<file path="src/sv/wma6_pkg.sv">
package wma6_pkg;

	localparam int NCH            = 6;
	localparam int VOL_CH         = 4;
	localparam int XW             = 40;
	localparam int PRICE_W        = 32;
	localparam int DEV_W          = 32;
	localparam int WL_W           = 7;
	localparam int DEF_MAX_WINDOW = 64;
	localparam int PCT_W          = 14;
	localparam int PROD_W         = XW + PCT_W;

	localparam logic [PCT_W-1:0] PCT_SCALE  = 14'd10000;
	localparam logic [WL_W-1:0]  WIN_RESET  = 7'd5;
	localparam logic             REG_WINDOW = 1'b0;

	typedef logic [NCH-1:0][XW-1:0] bar_t;

	typedef struct packed {
		logic clr;
		logic acc;
		logic cap;
		logic ld1;
		logic ld2;
		logic step;
	} lane_ctrl_t;

endpackage

</file>
<file path="src/sv/wma6_lane.sv">
module wma6_lane #(
	parameter int MAX_WINDOW = wma6_pkg::DEF_MAX_WINDOW
) (
	input  logic                              clk,
	input  wma6_pkg::lane_ctrl_t              ctrl,
	input  logic [wma6_pkg::XW-1:0]           x,
	input  logic [$clog2(MAX_WINDOW*(MAX_WINDOW+1)/2+1)-1:0] denom,
	output logic [wma6_pkg::XW-1:0]           avg,
	output logic [wma6_pkg::DEV_W-1:0]        dev
);

	localparam int XW  = wma6_pkg::XW;
	localparam int DNW = $clog2(MAX_WINDOW*(MAX_WINDOW+1)/2+1);
	localparam int PW  = XW + $clog2(MAX_WINDOW+1);
	localparam int SW  = XW + DNW;
	localparam int DW  = (SW > wma6_pkg::PROD_W) ? SW : wma6_pkg::PROD_W;

	logic [PW-1:0]   p_q;
	logic [SW-1:0]   s_q;
	logic [XW-1:0]   prev_q;
	logic [XW-1:0]   avg_q;
	logic            neg_q;
	logic            zero_q;
	logic [DW-1:0]   quo_q;
	logic [XW:0]     rem_q;
	logic [XW-1:0]   dvs_q;

	logic [PW-1:0]   p_n;
	logic [XW:0]     rem_sh;
	logic            ge;
	logic [XW-1:0]   avg_now;
	logic            neg_now;
	logic [XW-1:0]   mag;
	logic [wma6_pkg::PROD_W-1:0] prod;

	assign p_n     = p_q + PW'(x);
	assign rem_sh  = {rem_q[XW-1:0], quo_q[DW-1]};
	assign ge      = rem_sh >= {1'b0, dvs_q};
	assign avg_now = quo_q[XW-1:0];
	assign neg_now = prev_q < avg_now;
	assign mag     = neg_now ? (avg_now - prev_q) : (prev_q - avg_now);
	assign prod    = wma6_pkg::PROD_W'(mag) * wma6_pkg::PROD_W'(wma6_pkg::PCT_SCALE);

	// running prefix sum P and sum of prefixes S give the linear weights
	always_ff @(posedge clk) begin
		if (ctrl.clr) begin
			p_q <= '0;
			s_q <= '0;
		end else if (ctrl.acc) begin
			p_q <= p_n;
			s_q <= s_q + SW'(p_n);
		end
		if (ctrl.cap) begin
			prev_q <= x;
		end
		if (ctrl.ld1) begin
			quo_q <= DW'(s_q);
			rem_q <= '0;
			dvs_q <= XW'(denom);
		end else if (ctrl.ld2) begin
			avg_q  <= avg_now;
			neg_q  <= neg_now;
			zero_q <= avg_now == '0;
			quo_q  <= DW'(prod);
			rem_q  <= '0;
			dvs_q  <= avg_now;
		end else if (ctrl.step) begin
			rem_q <= ge ? (rem_sh - {1'b0, dvs_q}) : rem_sh;
			quo_q <= {quo_q[DW-2:0], ge};
		end
	end

	// sign and saturate the percent quotient, or give zero when the average is zero
	always_comb begin
		dev = quo_q[31:0];
		if (zero_q) begin
			dev = '0;
		end else if (neg_q) begin
			if ((|quo_q[DW-1:32]) || (quo_q[31:0] > 32'h8000_0000)) begin
				dev = 32'h8000_0000;
			end else begin
				dev = 32'h0 - quo_q[31:0];
			end
		end else if (|quo_q[DW-1:31]) begin
			dev = 32'h7FFF_FFFF;
		end
	end

	assign avg = avg_q;

endmodule

</file>
<file path="config.mk">
export PLATFORM = sky130hd
export DESIGN_NAME = wma6_lane
export DESIGN_NICKNAME = d
export VERILOG_FILES = /design/src/sv/wma6_pkg.sv /design/src/sv/wma6_lane.sv
export SDC_FILE = /design/constraint.sdc
export NUM_CORES = 1
export LEC_CHECK = 0
export BUFFER_PORTS_ARGS = -buffer_cell sky130_fd_sc_hd__buf_4
export CORE_ASPECT_RATIO = 0.8
export CORE_MARGIN = 1.5
export CORE_UTILIZATION = 29
export CTS_CLUSTER_DIAMETER = 100
export DETAILED_ROUTE_END_ITERATION = 10
export GPL_ROUTABILITY_DRIVEN = 0
export PLACE_DENSITY = 0.41
export SKIP_CTS_REPAIR_TIMING = 1
export SYNTH_ARGS = -nofsm -noshare
export SYNTH_HDL_FRONTEND = slang
export SYNTH_SLANG_ARGS = --single-unit
</file>
<file path="constraint.sdc">
create_clock -name clk -period 12.6 [get_ports clk]
set_input_delay 3.15 -clock clk [delete_from_list [all_inputs] [get_ports clk]]
set_output_delay 3.15 -clock clk [all_outputs]
set_load 0.02 [all_outputs]
</file>
==> impl_metrics.tcl <==
set metrics [dict create \
    status "complete, no violations" \
    path_clk_slew_ns 0.06 \
    detail_route.iter0.violations 2075 \
    clk_latency_ns 0.62 \
    grt_usage_pct 21.3 \
    place_hpwl_um 93900 \
    fin_worst_skew_ns 0.0212 \
    regToRegSetupSlack_ns 1.54 \
    yosys_warnings 0 \
    use_met2_pct 31.3 \
    end_kind "register" \
    synth_async_sr_flop_share_pct 0 \
    critPathKind "register to register" \
    synthesis.area_um2 30900 \
    hold_path_depth 2 \
    cp_top_family "compound AO/OA/AOI/OAI gates" \
    yosysSeqAreaShare_pct 25.1 \
    syn-instance-count 3674 \
    synth_nets 4193 \
    grt_max_degree 83 \
    grt-ovfl-total 0 \
    start_kind "register" \
    fillers 11200 \
    synth_top_area_cell "ha_1" \
    drt_wl_total_um 117000 \
    drv_cap 0 \
    synth_area_leaders "ha_1, edfxtp_1, dfxtp_1" \
    fin_crit_ns 11.06 \
    synth_seq_cells 315 \
    cp.buffers_inverters 4 \
    arrival_ns 11.41 \
    clock_path_buffers 3 \
    r2r_end "quo_q[46]" \
    synth-main-ff-cell "dfxtp_1" \
    most-common-layout-cells "inv_1, ha_1, nor2_1, a21oi_1, nand2_1" \
    slew_headroom_pct 28.8 \
    syn_to_final_growth_pct 12.8 \
    whs_ns 0.485 \
    portBuffers 130 \
    met1_usage_pct 32.3 \
    ys_types 77 \
    route.detailed.drc 0 \
    rsz0062_at_grt "no" \
    fin_crit_sh_pct 87.7 \
    fin_nets 4239 \
    placeableCoreArea_um2 105000 \
    cp.required_ns 12.95 \
    min_to "p_q[46]" \
    layout_commonest_cell "inv_1" \
    max_stage_delay_ns 0.81 \
    antenna_found_initial 9 \
    synth_edf_count 146 \
    critPathMaxFanout 41 \
    die_h_um 295 \
    timing.critical_path.mode_cell "ha_1" \
    synth_top_area_share_pct 14.3 \
    rows 106 \
    h-tree-depth 2 \
    dieArea_um2 109000 \
    drive_above_1_share_pct 7.45 \
    vias 26600 \
    slew_violations 0 \
    r2r_cells 32 \
    cts_sinks 315 \
    io_pins 131 \
    post_drt_wl_per_cell_um 22.7 \
    max_freq_ghz 0.0904 \
    hp-class "register to register" \
    initial_core_util_pct 29.4 \
    grt_util_met3_pct 3.04 \
    hp-start "p_q[46]" \
    avgSynthCellArea_um2 8.41 \
    grt_pass1_wl_um 173000 \
    vias_per_cell 5.15 \
    fin_tns_setup_ns 0 \
    first_pass_iters 6 \
    grt_busiest_layer "met1" \
    crit_path_top_delay_cell "a221oi_1" \
    cts_tree "done" \
    die_w_um 368 \
    hold_viol_final 0 \
    ant_nets 0 \
    tightest_slew_ns 1.06 \
    cts_buffers 45 \
    r2r_start "quo_q[12]" \
    ctsRootBufferMaster "clkbuf_16" \
    grt_pass1_vias 25400 \
    setup_viol 0 \
]
-- per-layer routing --
layer / share of wire, % / wire length, um
met5: 0 / 0
met4: 2.3 / 2660
met3: 5.4 / 6320
met2: 41 / 48300
met1: 51 / 59800
-- cell usage after synthesis (15+ instances only) --
| cell | instances |
|---|---|
| inv_1 | 426 |
| ha_1 | 354 |
| nor2_1 | 313 |
| a21oi_1 | 292 |
| nand2_1 | 269 |
| o21ai_0 | 205 |
| dfxtp_1 | 169 |
| a21o_1 | 158 |
| mux2i_1 | 156 |
| edfxtp_1 | 146 |
| clkbuf_1 | 137 |
| xnor2_1 | 136 |
| fa_1 | 106 |
| xor2_1 | 97 |
| nand3_1 | 63 |
| a31oi_1 | 48 |
| nand4_1 | 46 |
| a311oi_1 | 42 |
| o21bai_1 | 41 |
| nor2b_1 | 36 |
| nor3_1 | 33 |
| a211oi_1 | 31 |
| o21a_1 | 31 |
| and3_1 | 30 |
| nand2b_1 | 27 |
| o211ai_1 | 27 |
| o22ai_1 | 19 |
| buf_1 | 15 |
| or3_1 | 15 |
-- worst max-delay path by stage --
stage | from | end | slack, ns | depth (start not counted)
2_1_floorplan | quo_q[9] | quo_q[44] | 4.21 | 34
3_3_place_gp | quo_q[2] | quo_q[46] | 1.78 | 32
3_5_place_dp | quo_q[2] | quo_q[50] | 1.66 | 32
4_1_cts | quo_q[2] | quo_q[50] | 1.62 | 32
5_1_grt | quo_q[12] | quo_q[50] | 0.90 | 32
6_report | quo_q[12] | quo_q[46] | 1.54 | 32
-- flip-flops by register name (all words and copies together), names as in the netlist --
name    flops
quo_q      54
s_q        52
p_q        47
avg        40
dvs_q      40
prev_q     40
rem_q      40
neg_q       1
zero_q      1
-- kinds of logic (layout without fill, tap and decap cells) --
| logic type | after synthesis | count (layout) | share of synthesized area [%] |
|---|---|---|---|
| buffers and inverters | 590 | 673 | 7.21 |
| flip-flops | 315 | 315 | 25.1 |
| AND/OR/NAND/NOR | 897 | 897 | 13.4 |
| multiplexers | 167 | 167 | 5.45 |
| adder cells (fa/ha/maj) | 460 | 460 | 21.2 |
| XOR/XNOR | 233 | 233 | 6.60 |
| AO/OA/AOI/OAI | 1012 | 1012 | 21.0 |
| other | 0 | 1 | 0 |
-- cell type report --
cell class / instances / area (um^2) / share of cell area (%)
repair buffers: 162 / 1220 / 3.51
clock inverters: 33 / 344 / 0.987
well taps: 1404 / 1760 / 5.04
inverters: 427 / 1600 / 4.60
clock buffers: 51 / 1230 / 3.53
diodes: 1 / 2.50 / 0.00718
flip-flops and latches: 315 / 7770 / 22.3
multi-input cells: 2769 / 20900 / 60.1
-- metrics by stage --
step / std cells / cell area, um^2 / util [%] / setup slack, ns
after floorplan: 3674 / 30900 / - / 4.21
final: 5162 / 34900 / 33.2 / 1.54
after global placement: 5077 / 33300 / 31.7 / 1.78
after detailed placement: 5077 / 33300 / 31.7 / 1.66
after global routing: 5161 / 34900 / 33.2 / 0.900
after CTS: 5161 / 34900 / 33.2 / 1.62
-- worst min-delay path, delay by kind of cell, from the launching register on --
kind	cells	cell delay (ns)
compound gates	2	0.11
flops	1	0.32
Power is not shown: default switching activity piles up to over one toggle a cycle in this logic, so the estimate is an artifact.
