--- src/sv/wma6_pkg.sv ---
package wma6_pkg;

	localparam int NCH            = 6;
	localparam int VOL_CH         = 4;
	localparam int XW             = 40;
	localparam int PRICE_W        = 32;
	localparam int DEV_W          = 32;
	localparam int WL_W           = 7;
	localparam int DEF_MAX_WINDOW = 64;
	localparam int PCT_W          = 14;
	localparam int PROD_W         = XW + PCT_W;

	localparam logic [PCT_W-1:0] PCT_SCALE  = 14'd10000;
	localparam logic [WL_W-1:0]  WIN_RESET  = 7'd5;
	localparam logic             REG_WINDOW = 1'b0;

	typedef logic [NCH-1:0][XW-1:0] bar_t;

	typedef struct packed {
		logic clr;
		logic acc;
		logic cap;
		logic ld1;
		logic ld2;
		logic step;
	} lane_ctrl_t;

endpackage

--- src/sv/wma6_cell.sv ---
module wma6_cell (
	input  logic           clk,
	input  logic           shift,
	input  logic           rot,
	input  wma6_pkg::bar_t left,
	input  wma6_pkg::bar_t right,
	output wma6_pkg::bar_t d
);

	wma6_pkg::bar_t d_q;

	// take the newer neighbor's bar on a new request, the next one on a rotation
	always_ff @(posedge clk) begin
		if (shift) begin
			d_q <= left;
		end else if (rot) begin
			d_q <= right;
		end
	end

	assign d = d_q;

endmodule

--- config.mk ---
export PLATFORM = sky130hd
export DESIGN_NAME = wma6_cell
export DESIGN_NICKNAME = d
export VERILOG_FILES = /design/src/sv/wma6_pkg.sv /design/src/sv/wma6_cell.sv
export SDC_FILE = /design/constraint.sdc
export NUM_CORES = 1
export LEC_CHECK = 0
export ABC_CLOCK_PERIOD_IN_PS = 5600
export BUFFER_PORTS_ARGS = -buffer_cell sky130_fd_sc_hd__buf_2
export CAP_MARGIN = 20
export CORE_AREA = 10 10 275 277
export DETAILED_ROUTE_END_ITERATION = 7
export DIE_AREA = 0 0 285 287
export HOLD_SLACK_MARGIN = 0.06
export SLEW_MARGIN = 10
export SYNTH_ARGS = -nofsm -noshare
export SYNTH_HDL_FRONTEND = slang
export SYNTH_SLANG_ARGS = --single-unit
--- constraint.sdc ---
create_clock -name clk -period 5.6 [get_ports clk]
set_input_delay 1.4 -clock clk [delete_from_list [all_inputs] [get_ports clk]]
set_output_delay 1.4 -clock clk [all_outputs]
set_load 0.1 [all_outputs]
==> metrics.md, run 1 <==
| Metric | Value |
|---|---|
| Deepest clock path buffer count | 3 |
| Dpl cell area | approximately 16000 sq um |
| Drt drc | 0 |
| TritonCTS Buffers | 29 |
| H-tree depth | 1 |
| Cells after synthesis | between 500 and 600 |
| Gr usage total | 10.1% |
| Setup violators final | 0 |
| CTS tree | built |
| Initial antenna violation count | 19 |
| Final #Nets | ~1700 |
| Vias in the first global route | 8709 |
| Number of buffers and inverters on the critical path | 1 |
| Post-route insts no fill | 2202 |
| Chip height | between 200 and 300 microns |
| Root Driver | clkbuf_16 |
| Die width | approximately 290 microns |
| Crit path arrival time | between 1 and 1.5 ns |
| YS warnings | 0 |
| Critical-path maximum fanout | 1 |
| Top delay family on crit path | buffers and inverters |
| Synth-to-Final Area Change | 50.5% |
| Initial DRT Pass Iterations | 6 |
| Post-detailed-route via-to-cell ratio | 3.47 |
| Max-slew violation count | 0 |
| Status | finished, final reports clean |
| Layout cells sized above 1 | between 80 and 90% |
| Cell count after placement | ~2100 |
| CP peak stage delay | 0.47 ns |
| Dpl ws | around 2.3 ns |
| DRT antenna net count | 0 |
| First-pass GRT wire length | 61300 microns |
| Final hold violation count | 0 |
| Fmax | approximately 350 MHz |
| Post-cts sizing count | 0 |
| Switch share | 41.1% |
| Min Tclk post-route | roughly 2.9 ns |
| Int Power | between 3 and 4 mW |
| WS Path Type | flop to output port |
| Slew HR | approximately 25% |
| CP Capture Type | output port |
| Slack of the critical path | 2.75 ns |
| Largest net degree at the start of global routing | ~110 |
| Type of origin of the critical path | flop |
| Synthesized area | 10900 sq um |
| Die area | 81800 sq um |
| Clock transition at path regs | 0.06 ns |
| Vias | 7639 |
| Seq/Total Area, Yosys | between 60% and 70% |
| Worst path required time | between 4 and 5 ns |
| Initial Utilization | 15.6% |
| TNS Setup | 0 ns |
| DR WL/cell | between 20 and 25 microns |
| Setup Fix Bufs, Post-CTS | 0 |
| Min-Delay Path Class | input pin to flop |
| Sw Pwr | 2.54 mW |
| P per Cell Area | 376 nW/um^2 |
| # fillers | roughly 7400 |
| Syn nets | roughly 990 |
| Fin crit share | 51.0% |
| Worst Max-Slew Pin Slew | approximately 1.1 ns |
| PortBufs | about 720 |
| RSZ-0062 raised after global routing | no |
| Reg power frac | 36.7% |
| Post-route cell area | between 15000 and 20000 sq um |
| Max FFs per register | 240 |
| Synthesis-stage register bit count | 240 |
| Grt ovf | 0 |
| Syn_area_per_cell | 21.5 sq um |
| Max_cap viols | 0 |
| Placeable Area | 69800 sq um |
| Worst VDD drop | around 0.20 mV |
| Number of DRC markers in iteration 0 | about 250 |
| Leakage | ~7.5 nW |
| Total power draw | roughly 6 mW |
| Clock share of power | between 20% and 30% |
| Detailed Place HPWL | approximately 37000 microns |
| Site Rows | 97 |
| Combinational Power Share | 35.2% |
| # IOs | about 720 |
| Final WL | 44700 microns |
| Gpl congestion | 0.886 |
| Unique masters post-synth | 7 |
| CTS Hold Buffers Added | 0 |
| Crit-path cells | buf_2 |
| CTS sink cnt | 240 |
| CP max-delay cell | buf_2 |
-- final timing paths --
check                     from     end  slack, ns  cells past startpoint
worst max-delay path    d[123]  d[123]       2.75                      1
worst min-delay path  left[97]   d[97]       1.14                      2
-- cell usage in the layout, fill, tap and decap left out, drive strengths merged --
cell	n
buf	728
diode	1
mux2	240
clkinv	17
or2	1
bufinv	1
edfxtp	240
clkbuf	31
inv	1
clkinvlp	2
-- stage by stage --
stage | util [%] | hold WS [ns]
2_1_floorplan | - | 1.62
3_3_place_gp | 22.3 | 1.70
4_1_cts | 23.5 | 1.09
3_5_place_dp | 22.3 | 1.70
6_report | 23.5 | 1.14
5_1_grt | 23.5 | 1.10
-- cell type report --
| type | instances | area [sq um] | share of cell area, % |
|---|---|---|---|
| well taps | 940 | 1180 | 7.17 |
| diodes | 1 | 2.50 | 0.0153 |
| clock inverters | 21 | 135 | 0.824 |
| multi-input cells | 241 | 3420 | 20.9 |
| clock buffers | 31 | 733 | 4.47 |
| repair buffers | 728 | 3730 | 22.7 |
| flip-flops and latches | 240 | 7210 | 43.9 |
-- synth_stat cells --
cell      count  area [sq um]
or2_2         1          6.26
mux2_4      189          2840
buf_2         5          25.0
edfxtp_1    240          7210
mux2_2       51           574
buf_6        21           236
buf_8         1          15.0
-- kinds of logic after synthesis --
| kind of cell | Yosys count | synth area share [%] |
|---|---|---|
| buffers and inverters | 27 | 2.54 |
| flip-flops | 240 | 66.1 |
| multiplexers | 240 | 31.3 |
| AND/OR/NAND/NOR | 1 | 0.0574 |
-- power groups by stage --
| stage | registers (mW) | logic, mW | clock network (mW) |
|---|---|---|---|
| floorplan | 3.75 | 0.282 | 0 |
| global placement | 2.30 | 2.18 | 0 |
| detailed placement | 2.30 | 2.19 | 0 |
| CTS | 2.27 | 2.20 | 1.81 |
| global route | 2.28 | 2.24 | 1.88 |
| finish | 2.26 | 2.17 | 1.74 |
-- metal layers --
metal | vias to the layer above | GRT usage, % | routed length [microns]
met5 | - | 0 | 38
met4 | 6 | 2.51 | 1120
met3 | 76 | 4.99 | 5420
met2 | 496 | 18.3 | 22300
met1 | 3587 | 10.1 | 15800
li1 | 3474 | - | -
Power figures use the tool's default switching activity.
==> run 2, diff against run 1 <==
--- a/config.mk
+++ b/config.mk
@@ -5,12 +5,13 @@
 export SDC_FILE = /design/constraint.sdc
 export NUM_CORES = 1
 export LEC_CHECK = 0
-export ABC_CLOCK_PERIOD_IN_PS = 5600
+export ABC_AREA = 1
+export ABC_CLOCK_PERIOD_IN_PS = 2500
 export BUFFER_PORTS_ARGS = -buffer_cell sky130_fd_sc_hd__buf_2
 export CAP_MARGIN = 20
-export CORE_AREA = 10 10 275 277
+export CORE_AREA = 10 10 276 278
 export DETAILED_ROUTE_END_ITERATION = 7
-export DIE_AREA = 0 0 285 287
+export DIE_AREA = 0 0 286 288
 export HOLD_SLACK_MARGIN = 0.06
 export SLEW_MARGIN = 10
 export SYNTH_ARGS = -nofsm -noshare
==> constraint.sdc (replaced) <==
create_clock -name clk -period 2.5 [get_ports clk]
set_input_delay 0.625 -clock clk [delete_from_list [all_inputs] [get_ports clk]]
set_output_delay 0.625 -clock clk [all_outputs]
set_load 0.1 [all_outputs]
==> metrics.md, run 2 <==
| Metric | Value |
|---|---|
| Status | finished, final reports clean (unchanged) |
| Fin crit share | 85.0% |
| Initial antenna violation count | 5 (was 19) |
| DRT antenna net count | 0 (unchanged) |
| Post-cts sizing count | 0 (unchanged) |
| Top delay family on crit path | buffers and inverters (unchanged) |
| EDFF count, synth | 240 (unchanged) |
| Int Power | 7.72 mW (was 3.63 mW) |
| Initial Utilization | 14.5% (was 15.6%) |
| Setup Fix Bufs, Post-CTS | 0 (unchanged) |
| CTS sink cnt | 240 (unchanged) |
| Post-synth ARST share | 0% (unchanged) |
| Vias in the first global route | 10006 (was 8709) |
| Reg power frac | 37.9% (was 36.7%) |
| Deepest clock path buffer count | 3 (unchanged) |
| Detailed Place HPWL | 37000 microns (was 37200 microns) |
| Largest net degree at the start of global routing | 143 (was 113) |
| Diode count | 0 (was 1) |
| Combinational Power Share | 35.2% (about the same) |
| Die width | 286 microns (was 285 microns) |
| WS Path Type | flop to output port (unchanged) |
| Setup violators final | 0 (unchanged) |
| Synthesized area | 10300 sq um (was 10900 sq um) |
| Critical-path maximum fanout | 1 (unchanged) |
| Synth-to-Final Area Change | 53.7% (was 50.5%) |
| Crit-path cells | buf_2 (unchanged) |
| PortBufs | 722 (unchanged) |
| Number of buffers and inverters on the critical path | 1 (unchanged) |
| Max FFs per register | 240 (unchanged) |
| Number of DRC markers in iteration 0 | 351 (was 253) |
| Syn_area_per_cell | 10.1 sq um (was 21.5 sq um) |
| Max-slew violation count | 0 (unchanged) |
| Top-area cell type share of the netlist area | 70.0% (was 66.1%) |
| CP max-delay cell | buf_2 (unchanged) |
| Switch share | 42.3% (was 41.1%) |
| Post-route cell area | 15800 sq um (was 16400 sq um) |
| Worst path required time | 1.88 ns (was 4.20 ns) |
| Vias | 9489 (was 7639) |
| CTS tree | built (unchanged) |
| Seq/Total Area, Yosys | 70.0% (was 66.1%) |
| P per Cell Area | 846 nW/um^2 (was 376 nW/um^2) |
| Cell taking the most area after synthesis | edfxtp_1 (unchanged) |
| Commonest non-fill, non-tap cell in the layout | buf_2 (unchanged) |
| CP peak stage delay | 0.56 ns (was 0.47 ns) |
| Sw Pwr | 5.67 mW (was 2.54 mW) |
| CTS Hold Buffers Added | 0 (unchanged) |
| YS warnings | 0 (unchanged) |
| Drt drc | 0 (unchanged) |
| Final #Nets | 2224 (was 1723) |
| Placeable Area | 70900 sq um (was 69800 sq um) |
| Worst VDD drop | 0.413 mV (was 0.201 mV) |
| Grt ovf | 0 (unchanged) |
| Max_cap viols | 0 (unchanged) |
| Dpl cell area | 15100 sq um (was 15500 sq um) |
| CP Capture Type | output port (unchanged) |
| Most frequent cell after synthesis | nand2_1 (was edfxtp_1) |
| H-tree depth | 1 (unchanged) |
| Root Driver | clkbuf_16 (unchanged) |
| Synth area leaders | edfxtp_1 (70%), nand2_1 (26%), buf_2 (1.4%) (was edfxtp_1 (66%), mux2_4 (26%), mux2_2 (5.3%)) |
| Synthesis-stage register bit count | 240 (unchanged) |
| TritonCTS Buffers | 27 (was 29) |
| Final WL | 45500 microns (was 44700 microns) |
| Syn nets | 1498 (was 991) |
| Worst Max-Slew Pin Slew | 0.895 ns (was 1.12 ns) |
| Type of origin of the critical path | flop (unchanged) |
| Initial DRT Pass Iterations | 4 (was 6) |
| RSZ-0062 raised after global routing | no (unchanged) |
| Min-Delay Path Class | input pin to flop (unchanged) |
| Die area | 82400 sq um (was 81800 sq um) |
| Gr usage total | 10.2% (was 10.1%) |
| Crit path arrival time | 1.50 ns (was 1.45 ns) |
| Final hold violation count | 0 (unchanged) |
| Chip height | 288 microns (was 287 microns) |
| Slew HR | 40.3% (was 25.4%) |
| Cells after synthesis | 1015 (was 508) |
| Post-detailed-route via-to-cell ratio | 3.51 (was 3.47) |
| # IOs | 723 (unchanged) |
| Commonest non-fill, non-tap cells in the layout | buf_2 (721), nand2_1 (720), edfxtp_1 (240) (was buf_2 (721), edfxtp_1 (240), mux2_4 (189)) |
| Leakage | 8.00 nW (was 7.53 nW) |
| Synth cell count leaders | nand2_1 (720), edfxtp_1 (240), buf_2 (28), buf_4 (13), buf_6 (12) (was edfxtp_1 (240), mux2_4 (189), mux2_2 (51), buf_6 (21), buf_2 (5)) |
| Unique masters post-synth | 7 (unchanged) |
| Worst hold slack | 0.334 ns (was 1.14 ns) |
| First-pass GRT wire length | 63500 microns (was 61300 microns) |
| Most used DFF post-synth | edfxtp_1 (unchanged) |
| Clock transition at path regs | 0.06 ns (about the same) |
| DR WL/cell | 16.8 microns (was 20.3 microns) |
| Min Tclk post-route | 2.13 ns |
| Gpl congestion | 0.861 (was 0.886) |
| Site Rows | 98 (was 97) |
| Layout cells sized above 1 | 44.6% (was 80.3%) |
| Clock share of power | 26.9% (was 28.1%) |
| Fmax | between 400 and 500 MHz |
-- run 2: cell types whose count changed after synthesis, sizes merged --
cell   change
nand2    +720
buf       +26
inv        +1
mux2     -240
-- run 2: kinds of logic after synthesis --
family / Yosys count / share of synthesized area (%)
buffers and inverters: 54 / 3.68
flip-flops: 240 / 70.0
AND/OR/NAND/NOR: 721 / 26.3
-- run 2: tightest hold or removal path, delay by kind of cell --
| family | cells | cell delay [ns] |
|---|---|---|
| AND/OR/NAND/NOR | 2 | 0.08 |
| buffers and inverters | 1 | 0.07 |
-- run 2: through the flow --
step           total power, mW  utilization [%]  worst slack, ns  setup TNS, ns  cells
2_1_floorplan             8.83                -           -0.520        -124.89   1015
3_3_place_gp              9.91             21.2            0.650              0   2662
3_5_place_dp              9.92             21.2            0.639              0   2662
4_1_cts                   13.6             22.3            0.300              0   2707
5_1_grt                   13.9             22.3            0.317              0   2707
6_report                  13.4             22.3            0.375              0   2707
-- run 2: power groups by stage --
stage | Sequential (mW) | Combinational [mW] | Clock, mW
detailed placement | 5.16 | 4.77 | 0
floorplan | 8.39 | 0.444 | 0
CTS | 5.08 | 4.77 | 3.75
finish | 5.07 | 4.72 | 3.61
global placement | 5.15 | 4.76 | 0
global route | 5.11 | 4.91 | 3.87
-- run 2: cell type report --
class	instances	area, sq um
multi-input cells	721	2710
clock inverters	11	73.8
inverters	1	11.3
repair buffers	750	3930
clock buffers	34	702
fillers	7862	55000
flip-flops and latches	240	7210
well taps	950	1190
-- run 2: worst paths after layout --
kind	start	to	slack [ns]	cells after the start
max	d[146]	d[146]	0.37	1
min	right[233]	d[233]	0.33	3
-- run 2: routing by layer --
metal	vias up	routed length (microns)	GRT usage, %
met1	4212	15900	10.2
li1	4705	-	-
met2	506	22700	18.4
met4	8	1050	2.72
met3	58	5810	5.16
met5	-	47	0
==> run 3, diff against run 2 <==
--- a/config.mk
+++ b/config.mk
@@ -13,6 +13,7 @@
 export DETAILED_ROUTE_END_ITERATION = 7
 export DIE_AREA = 0 0 286 288
 export HOLD_SLACK_MARGIN = 0.06
+export PLACE_DENSITY = 0.38
 export SLEW_MARGIN = 10
 export SYNTH_ARGS = -nofsm -noshare
 export SYNTH_HDL_FRONTEND = slang
==> metrics.md, run 3 (synthesized netlist as in run 2, its figures left out) <==
| Metric | Value |
|---|---|
| TritonCTS Buffers | 30 (was 27) |
| Setup violators final | 0 (unchanged) |
| Commonest non-fill, non-tap cells in the layout | buf_2 (721), nand2_1 (720), edfxtp_1 (240) (unchanged) |
| CP peak stage delay | 0.54 ns (was 0.56 ns) |
| Deepest clock path buffer count | 3 (unchanged) |
| Max-slew violation count | 0 (unchanged) |
| Largest net degree at the start of global routing | 102 (was 143) |
| Worst Hold Path EP | d[114] (was d[233]) |
| Site Rows | 98 (unchanged) |
| Fin crit share | 90.5% (was 85.0%) |
| Top delay family on crit path | flip-flops (was buffers and inverters) |
| Slew HR | 59.8% (was 40.3%) |
| Worst VDD drop | 0.396 mV (was 0.413 mV) |
| Switch share | 41.6% (was 42.3%) |
| Crit-path cells | buf_2 (unchanged) |
| CP Capture Type | output port (unchanged) |
| DR WL/cell | 17.7 microns (was 16.8 microns) |
| Final hold violation count | 0 (unchanged) |
| Number of DRC markers in iteration 0 | 378 (was 351) |
| Die width | 286 microns (unchanged) |
| Gr usage total | 10.8% (was 10.2%) |
| Status | finished, final reports clean (unchanged) |
| H-tree depth | 1 (unchanged) |
| TNS Setup | 0 ns (unchanged) |
| CTS tree | built (unchanged) |
| Fin util | 22.7% (was 22.3%) |
| Synth-to-Final Area Change | 56.1% (was 53.7%) |
| Worst hold slack | 0.303 ns (was 0.334 ns) |
| Type of origin of the critical path | flop (unchanged) |
| Critical-path maximum fanout | 1 (unchanged) |
| Combinational Power Share | 33.4% (was 35.2%) |
| Final #Nets | 2231 (was 2224) |
| RSZ-0062 raised after global routing | no (unchanged) |
| Crit path arrival time | 1.64 ns (was 1.50 ns) |
| Worst path required time | 1.88 ns (about the same) |
| Root Driver | clkbuf_16 (unchanged) |
| Vias | 9537 (was 9489) |
| Worst Max-Slew Pin Slew | 0.603 ns (was 0.895 ns) |
| Layout cells sized above 1 | 45.1% (was 44.6%) |
| Placeable Area | 70900 sq um (unchanged) |
| Hold Crit Depth | 3 (unchanged) |
| # IOs | 723 (unchanged) |
| DRT antenna net count | 0 (unchanged) |
| Initial Utilization | 14.5% (unchanged) |
| Initial DRT Pass Iterations | 5 (was 4) |
| P per Cell Area | 881 nW/um^2 (was 846 nW/um^2) |
| Initial antenna violation count | 8 (was 5) |
| WS Path Type | flop to output port (unchanged) |
| Clock share of power | 30.7% (was 26.9%) |
| First-pass GRT wire length | 67500 microns (was 63500 microns) |
| Min-Delay Path Class | input pin to flop (unchanged) |
| PortBufs | 722 (unchanged) |
| Total power draw | 14.2 mW (was 13.4 mW) |
| Detailed Place HPWL | 39200 microns (was 37000 microns) |
| Clock transition at path regs | 0.06 ns (about the same) |
| Sw Pwr | 5.89 mW (was 5.67 mW) |
| Min Tclk post-route | 2.26 ns (was 2.13 ns) |
| Leakage | 8.12 nW (was 8.00 nW) |
| Post-cts sizing count | 0 (unchanged) |
| Int Power | 8.27 mW (was 7.72 mW) |
| Gpl congestion | 0.856 (was 0.861) |
| Final WL | 48300 microns (was 45500 microns) |
| Max FFs per register | 240 (unchanged) |
| Drt drc | 0 (unchanged) |
| Fmax | 442 MHz (was 471 MHz) |
| Reg power frac | 35.8% (was 37.9%) |
| CTS Hold Buffers Added | 0 (unchanged) |
| Crit path depth | 1 (unchanged) |
| Commonest non-fill, non-tap cell in the layout | buf_2 (unchanged) |
| Setup Fix Bufs, Post-CTS | 0 (unchanged) |
| Number of buffers and inverters on the critical path | 1 (unchanged) |
| Chip height | 288 microns (unchanged) |
| Post-detailed-route via-to-cell ratio | 3.50 (was 3.51) |
| Grt ovf | 0 (unchanged) |
| CP max-delay cell | edfxtp_1 (was buf_2) |
| CTS sink cnt | 240 (unchanged) |
| Hold path startpoint | right[114] (was right[233]) |
| Vias in the first global route | 10197 (was 10006) |
| Die area | 82400 sq um (unchanged) |
| Max_cap viols | 0 (unchanged) |
run 3: area by class of cell:
class                   count  area (sq um)
fillers                  7982         54800
flip-flops and latches    240          7210
repair buffers            754          3960
multi-input cells         721          2710
well taps                 950          1190
clock buffers              34           766
clock inverters            22           219
diodes                      5          12.5
inverters                   1          8.76
run 3: stage by stage:
step / setup slack, ns / instance area [sq um] / cells
final: 0.239 / 16100 / 2727
after CTS: 0.183 / 16100 / 2722
after global placement: 0.492 / 15100 / 2666
after detailed placement: 0.478 / 15100 / 2666
after floorplan: -0.520 / 10300 / 1015
after global routing: 0.162 / 16100 / 2727
run 3: how the worst max path moves through the flow:
| stage | startpoint | end | slack (ns) |
|---|---|---|---|
| after global routing | d[207] | d[207] | 0.16 |
| after detailed placement | shift | d[91] | 0.48 |
| after global placement | shift | d[93] | 0.49 |
| final | d[207] | d[207] | 0.24 |
| after CTS | d[207] | d[207] | 0.18 |
| after floorplan | shift | d[0] | -0.52 |
run 3: layer usage:
| metal | vias up | routed length [microns] | track usage [%] |
|---|---|---|---|
| met5 | - | 25 | 0 |
| met4 | 4 | 964 | 3.28 |
| met3 | 51 | 3890 | 3.28 |
| met2 | 417 | 25300 | 20.1 |
| met1 | 4328 | 18100 | 11.5 |
| li1 | 4737 | - | - |
run 3: tightest hold or removal path, cell delays in order:
cell and delay, ns:
buf_2 0.07, nand2_1 0.04, nand2_1 0.04
run 3: power groups by stage:
stage | logic, mW | clock network, mW | registers (mW)
3_3_place_gp | 4.80 | 0 | 5.16
6_report | 4.74 | 4.35 | 5.07
5_1_grt | 4.93 | 4.69 | 5.12
4_1_cts | 4.80 | 4.50 | 5.08
2_1_floorplan | 0.444 | 0 | 8.39
3_5_place_dp | 4.79 | 0 | 5.16
